<file path="src/design/s2k_pkg.sv">
// Shared constants, types and helper functions for the seed-to-key block.
`timescale 1ns / 1ps

package s2k_pkg;

  localparam int unsigned DataW    = 32;
  localparam int unsigned CountW   = 8;
  localparam int unsigned CfgAddrW = 3;

  localparam logic [DataW-1:0] ConstReset = 32'hD68E_E6A2;
  localparam logic [DataW-1:0] TapMask    = 32'h4100_1004; // taps 30, 24, 12, 2
  localparam logic [7:0]       Mask2Xor   = 8'hA5;
  localparam logic [7:0]       Mask3Xor   = 8'h5A;

  localparam int unsigned SelHiBit  = 11;
  localparam int unsigned SelLoBit  = 21;
  localparam int unsigned PermBit   = 0;

  // Register byte address of the security constant
  localparam logic [CfgAddrW-1:0] RegConstAddr = 3'd0;

  typedef struct packed {
    logic busy;       // an item is in the sequencer
    logic key_valid;  // key word is final and waits for the output register
  } core_stat_t;

  function automatic logic [7:0] pick_byte(input logic [DataW-1:0] seed,
                                           input logic [DataW-1:0] c);
    logic [1:0] sel;
    logic [7:0] b;
    sel = {c[SelHiBit], c[SelLoBit]};
    unique case (sel)
      2'd0:    b = seed[31:24];
      2'd1:    b = seed[23:16];
      2'd2:    b = seed[15:8];
      default: b = seed[7:0];
    endcase
    return b;
  endfunction

  function automatic logic [CountW-1:0] shift_count(input logic [7:0] b,
                                                    input logic [DataW-1:0] c);
    logic [7:0] m1;
    logic [7:0] m2;
    logic [7:0] m3;
    m1 = c[9:2];
    m2 = c[30:23] ^ Mask2Xor;
    m3 = c[20:13] ^ Mask3Xor;
    return ((b ^ m1) & m2) + m3;
  endfunction

  function automatic logic [DataW-1:0] lfsr_step(input logic [DataW-1:0] s);
    return {s[DataW-2:0], ^(s & TapMask)};
  endfunction

  // Byte order L1, L3, L0, L2 from the top down
  function automatic logic [DataW-1:0] permute(input logic [DataW-1:0] s);
    return {s[15:8], s[31:24], s[7:0], s[23:16]};
  endfunction

endpackage

</file>
<file path="src/design/s2k_cfg_regs.sv">
// APB-style register file holding the security constant.
`timescale 1ns / 1ps

module s2k_cfg_regs (
  input  logic                          clk,
  input  logic                          rst_n,
  input  logic                          psel,
  input  logic                          penable,
  input  logic                          pwrite,
  input  logic [s2k_pkg::CfgAddrW-1:0]  paddr,
  input  logic [s2k_pkg::DataW-1:0]     pwdata,
  output logic [s2k_pkg::DataW-1:0]     prdata,
  output logic                          pready,
  output logic [s2k_pkg::DataW-1:0]     sec_const
);

  logic [s2k_pkg::DataW-1:0] const_r;
  logic                      hit;

  // Word decode: byte offset bits do not take part
  assign hit       = (paddr[s2k_pkg::CfgAddrW-1:2] ==
                      s2k_pkg::RegConstAddr[s2k_pkg::CfgAddrW-1:2]);
  assign pready    = 1'b1;
  assign prdata    = hit ? const_r : '0;
  assign sec_const = const_r;

  always_ff @(posedge clk) begin
    if (!rst_n) begin
      const_r <= s2k_pkg::ConstReset;
    end else if (psel && penable && pwrite && hit) begin
      const_r <= pwdata;
    end
  end

endmodule

</file>
<file path="src/design/s2k_lfsr_core.sv">
// Sequencer and shared one-step LFSR unit that iterates the seed.
`timescale 1ns / 1ps

module s2k_lfsr_core (
  input  logic                         clk,
  input  logic                         rst_n,
  input  logic                         start,
  input  logic [s2k_pkg::DataW-1:0]    seed,
  input  logic [s2k_pkg::DataW-1:0]    sec_const,
  input  logic                         out_free,
  output s2k_pkg::core_stat_t          stat,
  output logic [s2k_pkg::DataW-1:0]    key
);

  typedef enum logic {
    ST_IDLE,
    ST_SHIFT
  } state_t;

  state_t                     state_r;
  logic [s2k_pkg::DataW-1:0]  lfsr_r;
  logic [s2k_pkg::CountW-1:0] cnt_r;
  logic [s2k_pkg::DataW-1:0]  perm;
  logic                       done;

  assign done = (state_r == ST_SHIFT) && (cnt_r == '0);
  assign perm = sec_const[s2k_pkg::PermBit] ? s2k_pkg::permute(lfsr_r) : lfsr_r;
  assign key  = perm ^ sec_const;

  assign stat.busy      = (state_r != ST_IDLE);
  assign stat.key_valid = done;

  always_ff @(posedge clk) begin
    if (!rst_n) begin
      state_r <= ST_IDLE;
    end else begin
      unique case (state_r)
        ST_IDLE: begin
          if (start) begin
            lfsr_r  <= seed;
            cnt_r   <= s2k_pkg::shift_count(s2k_pkg::pick_byte(seed, sec_const), sec_const);
            state_r <= ST_SHIFT;
          end
        end
        ST_SHIFT: begin
          if (cnt_r != '0) begin
            lfsr_r <= s2k_pkg::lfsr_step(lfsr_r);
            cnt_r  <= cnt_r - 1'b1;
          end else if (out_free) begin
            state_r <= ST_IDLE;
          end
        end
        default: state_r <= ST_IDLE;
      endcase
    end
  end

endmodule

</file>
<file path="src/design/seed_to_key_lfsr.sv">
// Top level of the seed-to-key block: config port, LFSR sequencer, output register.
`timescale 1ns / 1ps
//
// Usage:
// - Input channel in_valid/in_stall/in_seed carries one 32-bit seed per transfer;
//   a transfer happens on a rising edge with in_valid high and in_stall low.
// - Result channel out_valid/out_stall/out_key returns one key per seed, in order.
// - cfg_* is an APB-style port; the security constant sits at byte address 0,
//   pready is always high, writes land in the access cycle. Write it only idle.
// - The selected seed byte gives a step count n (0..255). The LFSR takes one step
//   per cycle in a single shared shift unit, so a seed stays in the sequencer until its
//   n steps are done; the key shows on out_valid in the cycle after its handoff.
// - The sequencer takes a new seed only once it has released the last one; in_stall
//   stays high while the sequencer holds an item.
// - A finished key moves to the output register; the sequencer then takes the
//   next seed while that key still waits on a stalled receiver. If the output
//   register is still full, the sequencer holds its key until it drains.
// - Reset (rst_n low, synchronous) empties the sequencer and the output register
//   and restores the constant to 0xD68EE6A2.
module seed_to_key_lfsr (
  input  logic                          clk,
  input  logic                          rst_n,
  input  logic                          in_valid,
  output logic                          in_stall,
  input  logic [s2k_pkg::DataW-1:0]     in_seed,
  output logic                          out_valid,
  input  logic                          out_stall,
  output logic [s2k_pkg::DataW-1:0]     out_key,
  input  logic                          cfg_psel,
  input  logic                          cfg_penable,
  input  logic                          cfg_pwrite,
  input  logic [s2k_pkg::CfgAddrW-1:0]  cfg_paddr,
  input  logic [s2k_pkg::DataW-1:0]     cfg_pwdata,
  output logic [s2k_pkg::DataW-1:0]     cfg_prdata,
  output logic                          cfg_pready
);

  logic [s2k_pkg::DataW-1:0] sec_const;
  logic [s2k_pkg::DataW-1:0] core_key;
  s2k_pkg::core_stat_t       stat;
  logic                      out_valid_r;
  logic [s2k_pkg::DataW-1:0] out_key_r;
  logic                      out_free;
  logic                      in_xfer;
  logic                      handoff;

  s2k_cfg_regs u_regs (
    .clk       (clk),
    .rst_n     (rst_n),
    .psel      (cfg_psel),
    .penable   (cfg_penable),
    .pwrite    (cfg_pwrite),
    .paddr     (cfg_paddr),
    .pwdata    (cfg_pwdata),
    .prdata    (cfg_prdata),
    .pready    (cfg_pready),
    .sec_const (sec_const)
  );

  // Sequencer is ready only when it holds nothing
  assign in_stall = stat.busy;
  assign in_xfer  = in_valid && !in_stall;

  // Output register can load when empty or when its key leaves this cycle
  assign out_free = !out_valid_r || !out_stall;
  assign handoff  = stat.key_valid && out_free;

  s2k_lfsr_core u_core (
    .clk       (clk),
    .rst_n     (rst_n),
    .start     (in_xfer),
    .seed      (in_seed),
    .sec_const (sec_const),
    .out_free  (out_free),
    .stat      (stat),
    .key       (core_key)
  );

  always_ff @(posedge clk) begin
    if (!rst_n) begin
      out_valid_r <= 1'b0;
    end else if (handoff) begin
      out_valid_r <= 1'b1;
    end else if (!out_stall) begin
      out_valid_r <= 1'b0;
    end
  end

  always_ff @(posedge clk) begin
    if (handoff) begin
      out_key_r <= core_key;
    end
  end

  assign out_valid = out_valid_r;
  assign out_key   = out_key_r;

  // A finished key only exists inside a busy sequencer
  a_key_needs_busy: assert property (@(posedge clk) disable iff (!rst_n)
    stat.key_valid |-> stat.busy)
    else $error("key_valid without busy sequencer");

  // An accepted seed occupies the sequencer next cycle
  a_accept_busy: assert property (@(posedge clk) disable iff (!rst_n)
    in_xfer |=> stat.busy)
    else $error("seed accepted but sequencer not busy");

  // A handed-off key is presented next cycle
  a_handoff_shows: assert property (@(posedge clk) disable iff (!rst_n)
    handoff |=> out_valid_r)
    else $error("handed-off key not presented");

  // Sequencer releases only after handing its key to the output register
  a_release_handoff: assert property (@(posedge clk) disable iff (!rst_n)
    stat.key_valid && !out_free |=> stat.busy)
    else $error("sequencer dropped a key");

endmodule

</file>
<file path="config.mk">
export PLATFORM = sky130hd
export DESIGN_NAME = seed_to_key_lfsr
export DESIGN_NICKNAME = d
export VERILOG_FILES = /design/src/design/s2k_pkg.sv /design/src/design/s2k_cfg_regs.sv /design/src/design/s2k_lfsr_core.sv /design/src/design/seed_to_key_lfsr.sv
export SDC_FILE = /design/constraint.sdc
export NUM_CORES = 1
export LEC_CHECK = 0
export BUFFER_PORTS_ARGS = -buffer_cell sky130_fd_sc_hd__buf_4
export CELL_PAD_IN_SITES_DETAIL_PLACEMENT = 0
export CELL_PAD_IN_SITES_GLOBAL_PLACEMENT = 1
export CORE_MARGIN = 4
export CORE_UTILIZATION = 42
export CTS_CLUSTER_SIZE = 20
export DETAILED_ROUTE_END_ITERATION = 16
export PLACE_DENSITY = 0.93
export SETUP_SLACK_MARGIN = 0.3
export SLEW_MARGIN = 20
export SYNTH_ARGS = -nofsm -noshare
export SYNTH_HDL_FRONTEND = slang
export SYNTH_SLANG_ARGS = --single-unit
</file>
<file path="constraint.sdc">
create_clock -name clk -period 5.5 [get_ports clk]
set_input_delay 0.825 -clock clk [delete_from_list [all_inputs] [get_ports clk]]
set_output_delay 0.825 -clock clk [all_outputs]
set_load 0.005 [all_outputs]
</file>
# Word level (Yosys, flattened, before mapping)
# Cells that the tools add are included.
# word_totals
mem_count,0
output_inout_bits,67
inputBits,74
romBits,0
elab_cells,53
ram_bits,0
latch_bits,0
register_bits,106
# classes
add_sub_neg,2
n_reduce_logical,15
shift,0
order_cmp,0
div_mod_pow,0
mux,18
bitwise_logic,7
mul,0
n_eq_ne,5
# ops
op,count
2-to-1 mux 32 bit,4
case mux 32 bit (2 select lines),1
2-to-1 mux 8 bit,5
parity 32 bit,1
bitwise XOR 32 bit,1
case mux 8 bit (3 select lines),1
case mux 8 bit (2 select lines),1
adder 8 bit,1
AND 8 bit,1
zero test 8 bit,1
NOT 4 bit,2
nonzero test 8 bit,1
"subtractor 8 x 1 -> 8 bit, second input constant",1
bitwise XOR 8 bit,1
logical AND 1 bit,6
2-to-1 mux 1 bit,5
"!= test 2 bit, second input constant",2
zero test 1 bit,3
AND reduction 3 bit,1
"equality test 2 x 1 -> 1 bit, second input constant",1
"equality test 2 bit, second input constant",1
zero test 2 bit,1
"!= test 2 x 1 -> 1 bit, second input constant",1
NOT 1 bit,2
other kinds (2),2

# Logic depth before layout (Yosys ltp)
# logic_depth
ltp_word,10
ltp_mapped,11
mapped_depth_nobuf,10

# Modules after synthesis
# A second synthesis with hierarchy kept.
# hier_totals
cells_unflattened,476
hier_area_um2,5781.8
# modules_own_cells
mod,cells_each,area_each_um2,instances
s2k_lfsr_core,261,3150.5,1
s2k_cfg_regs,177,1622.8,1
seed_to_key_lfsr,38,1008.5,1

# Worst setup path before layout
# No wires, ideal clock.
# synth_timing
path_kind,register to register
start,register u_core.cnt_r[4] in the netlist's numbering
end,"register out_key_r, in the netlist out_key[0] (enable)"
t_arrival_ns,3.793
stages_incl_launch_ff,4
synth_period_minus_slack_ns,4.266
n_path_buf,0
slack_ns,1.234
cell_sequence,edfxtp_1 or4_1 nor4_1 a21boi_0
# synth_between
elab_chain_len,3
# synth_lines
item,line_no,text
start: declaration,s2k_lfsr_core.sv:22,logic [s2k_pkg::CountW-1:0] cnt_r;
start signal: assignment,s2k_lfsr_core.sv:41,"cnt_r <= s2k_pkg::shift_count(s2k_pkg::pick_byte(seed, sec_const), sec_const);"
start signal: assignment,s2k_lfsr_core.sv:48,cnt_r <= cnt_r - 1'b1;
zero test 8 bit,s2k_lfsr_core.sv:26,assign done = (state_r == ST_SHIFT) && (cnt_r == '0);
logical AND 1 bit,s2k_lfsr_core.sv:26,
logical AND 1 bit,seed_to_key_lfsr.sv:66,assign handoff = stat.key_valid && out_free;
net handoff,seed_to_key_lfsr.sv:45,logic handoff;
end signal: assignment,seed_to_key_lfsr.sv:91,out_key_r <= core_key;
end: declaration,seed_to_key_lfsr.sv:42,logic [s2k_pkg::DataW-1:0] out_key_r;
# The timed path passes the listed nets, and every way through them passes these cells.
# A chain may end at the register's enable or synchronous reset.

# Final worst setup path
# layout_timing
start,"register u_regs.const_r, in the netlist u_regs.sec_const[21]"
end,"register u_core.cnt_r[7] in the netlist's numbering, data pin"
# layout_between
elab_chain_len,10
word_cells_on_any_way,12
cone_classes,add/sub (1); eq/ne (2); mux (6); bitwise (2); reduce/logical (1)
# layout_lines
item,line_no,text
start: declaration,s2k_cfg_regs.sv:17,logic [s2k_pkg::DataW-1:0] const_r;
start signal: assignment,s2k_cfg_regs.sv:29,const_r <= s2k_pkg::ConstReset;
start signal: assignment,s2k_cfg_regs.sv:31,const_r <= pwdata;
"equality test 2 bit, or another cell as far along",s2k_pkg.sv:32,unique case (sel)
case mux 8 bit (3 select lines) *,s2k_pkg.sv:32,
2-to-1 mux 8 bit *,s2k_lfsr_core.sv:39,if (start) begin
2-to-1 mux 8 bit *,s2k_lfsr_core.sv:37,unique case (state_r)
2-to-1 mux 8 bit *,s2k_lfsr_core.sv:34,if (!rst_n) begin
bitwise XOR 8 bit *,s2k_pkg.sv:49,return ((b ^ m1) & m2) + m3;
AND 8 bit *,s2k_pkg.sv:49,
adder 8 bit *,s2k_pkg.sv:49,
2-to-1 mux 8 bit *,s2k_lfsr_core.sv:39,
case mux 8 bit (2 select lines) *,s2k_lfsr_core.sv:37,
# Every way passes the cells marked *; elsewhere a longest branch is shown, timed or not. The select of a mux whose other input is x is not followed.

==> reports/qor.yml <==
synthesis:
  syn_inst: 469
  avgSynthCellArea_um2: 11.6
  synth_warnings: 0
  synth_xor_area_share_pct: 8.21
  synth_compound_area_share_pct: 5.24
  synth_top_family_by_area: "multiplexers"
  synth-main-ff-cell: "edfxtp_1"
  seq_area_frac_synth_pct: 52.2
  syn_area_um2: 5440
  synth_top_cell_by_area: "edfxtp_1"
  synthMuxAreaShare_pct: 16.0
  synth_cell_types: 42
  yosysTopAreaCellShare_pct: 39.7
  synthesis.nets: 553
  synthAdderAreaFrac_pct: 2.44
  async_flop_share_pct: 0
  synth-simple-area-share_pct: 13.2
  ys_seq_elements: 106
  synth_edf_count: 72
  ys_top_cells_by_area: "edfxtp_1, dfxtp_1, mux2_2"
route:
  drc: 0
  vias_per_cell: 5.14
  wl_per_cell_um: 19.0
  dr.pass1.iters: 4
  drtAntennaViolNets: 0
  drtIter0Drc: 302
  vias: 3973
  routed_wl_mm: 14.7
pwr:
  powerDensity_nw_per_um2: 257
  worst_ir_drop_vdd_mv: 0.144
  power_w: 0.00179
  leakagePower_nw: 2.68
setup_path:
  endpoint_kind: "register"
  crit_path_max_incr_delay_ns: 0.86
  cp-start-kind: "register"
  crit_family: "compound AO/OA/AOI/OAI gates"
  cp_cell_sequence: "mux4_2 > xor2_1 > and2_1 > ha_1 > a211oi_1 > o21ai_0 > a31oi_1 > nor2_1 > a221o_1"
  slowest_stage: "dfxtp_1"
  crit_cells: 9
  rr_endpoint: "u_core.cnt_r[7]"
  path_max_fanout: 12
  crit_type: "reg -> reg"
  r2r_slack_ns: 1.98
  critPathBufInv: 0
  r2r_start: "u_regs.sec_const[21]"
  cp.arrival_ns: 3.62
  cp.required_ns: 5.60
  worst_r2r_path_depth: 9
sta:
  setup_tns_ns: 0
  max_freq_mhz: 284
  finalSetupViolCount: 0
  drv_slew: 0
  layout_setup_ws_ns: 1.98
  slew_headroom_pct: 28.3
  rsz0062_at_grt: "false"
  fin_skew_ns: 0.0109
  worst_pin_slew_ns: 1.08
  finalCriticalPeriod_ns: 3.52
  finalCritPeriodShare_pct: 64.0
  hold_viol: 0
placement:
  placed_cells: 754
  post-place-ws_ns: 2.01
  place.gp.congestion: 0.910
  io_buffers: 137
  hpwlAfterDp_mm: 10.9
global_route:
  grtUsageTotal_pct: 19.6
  grt_max_degree: 53
  grt_pass1_vias: 3940
  antenna_found_initial: 0
  overflow: 0
  grt_pass1_wl_mm: 21.9
job:
  cap_violations: 0
cells_and_area:
  final_nets: 680
  mostFrequentLayoutCell: "buf_4"
  area_growth_pct: 28.2
  mostFrequentLayoutCells: "buf_4, edfxtp_1, nand2_1, xnor2_1, mux2i_1"
  drive_above_1_share_pct: 33.3
  diodes: 0
  final-instance-count-excl-fill: 773
die:
  core_um2: 12700
  dieWidth_um: 122
  rows: 41
  die_area_um2: 14800
  die_h_um: 122
  start_util_pct: 43.0
  ios: 141
worst_hold_path:
  hold_path_class: "reg -> reg"
  min_path_cells: 2
  hold_end: "u_regs.sec_const[22]"
  hp-start: "u_regs.sec_const[22]"
clocking:
  tritoncts: "yes"
  cts.sinks: 106
  cts_setup_buffers: 0
  clk_latency_ns: 0.35
  cts_root_buffer: "clkbuf_16"
  cts_resized: 0
  postCtsHoldBufs: 0
  numCtsBuffers: 9
  htree_levels: 3
  clkTransAtPathRegs_ns: 0.08
  cts_buffer_depth: 2
outcome:
  status: "finished, final reports clean"
-- power by group --
group	switching (W)	leakage, nW	internal, W
clock	0.000293	0.145	0.000348
sequential	0.0000352	0.945	0.000892
combinational	0.000102	1.59	0.000125
-- worst max-delay path by stage --
| stage | startpoint | to | slack (ns) |
|---|---|---|---|
| 2_1_floorplan | u_core.cnt_r[4] | out_key[0] | 1.23 |
| 3_3_place_gp | u_regs.sec_const[21] | u_core.cnt_r[7] | 2.04 |
| 3_5_place_dp | u_regs.sec_const[21] | u_core.cnt_r[7] | 2.01 |
| 4_1_cts | u_regs.sec_const[21] | u_core.cnt_r[7] | 1.97 |
| 5_1_grt | u_regs.sec_const[21] | u_core.cnt_r[7] | 1.82 |
| 6_report | u_regs.sec_const[21] | u_core.cnt_r[7] | 1.98 |
-- cell usage after synthesis (3+ instances only) --
cell type	n
edfxtp_1	72
nand2_1	66
xnor2_1	39
mux2i_1	35
dfxtp_1	34
mux2_2	32
nor2b_1	28
clkbuf_1	20
nor2_1	17
a21boi_0	16
nand3_1	15
xor2_1	12
inv_1	10
ha_1	9
o21ai_0	8
a21oi_1	7
mux4_2	7
and2_1	4
a21o_1	3
buf_2	3
nor3_1	3
o211ai_1	3
-- metrics by stage --
stage	hold slack, ns	instance area (µm²)	utilization, %
2_1_floorplan	0.465	5440	-
3_3_place_gp	0.488	6620	52.2
3_5_place_dp	0.491	6620	52.2
4_1_cts	0.501	6920	54.6
5_1_grt	0.543	6980	55.1
6_report	0.502	6980	55.1
-- logic make-up (layout without fill, tap and decap cells) --
logic type,Yosys count,after routing
flip-flops,106,106
other,1,1
adder cells (fa/ha/maj),10,10
multiplexers,74,74
XOR/XNOR,51,51
buffers and inverters,36,168
AND/OR/NAND/NOR,148,148
AO/OA/AOI/OAI,43,43
-- registers in the layout (all words and copies together), names as in the netlist --
register          cells
u_core.lfsr_r        32
u_regs.sec_const     32
u_core.cnt_r          8
out_key              32
out_valid             1
u_core.state_r        1
-- tightest hold or removal path: cells and delay by family, from the launching register on --
kind / cells / cell delay [ns]
AND/OR/NAND/NOR: 1 / 0.06
AO/OA/AOI/OAI: 1 / 0.07
flip-flops: 1 / 0.33
-- per-layer routing --
| metal | wire length, µm | global-route usage (%) | up-vias |
|---|---|---|---|
| met4 | 248 | 6.44 | 0 |
| met3 | 1240 | 3.76 | 17 |
| met1 | 6550 | 28.1 | 1886 |
| li1 | - | - | 1912 |
| met5 | 0 | 0 | - |
| met2 | 6670 | 30.0 | 158 |
-- cell type report --
cell class | instances | area (µm²)
Multi-Input combinational cell | 327 | 2480
Inverter | 10 | 37.5
Clock inverter | 5 | 35.0
Timing Repair Buffer | 142 | 1110
Fill cell | 1072 | 5690
Clock buffer | 11 | 264
Sequential cell | 106 | 2850
Tap cell | 172 | 215
No activity file was read; power rests on OpenSTA's default activity.
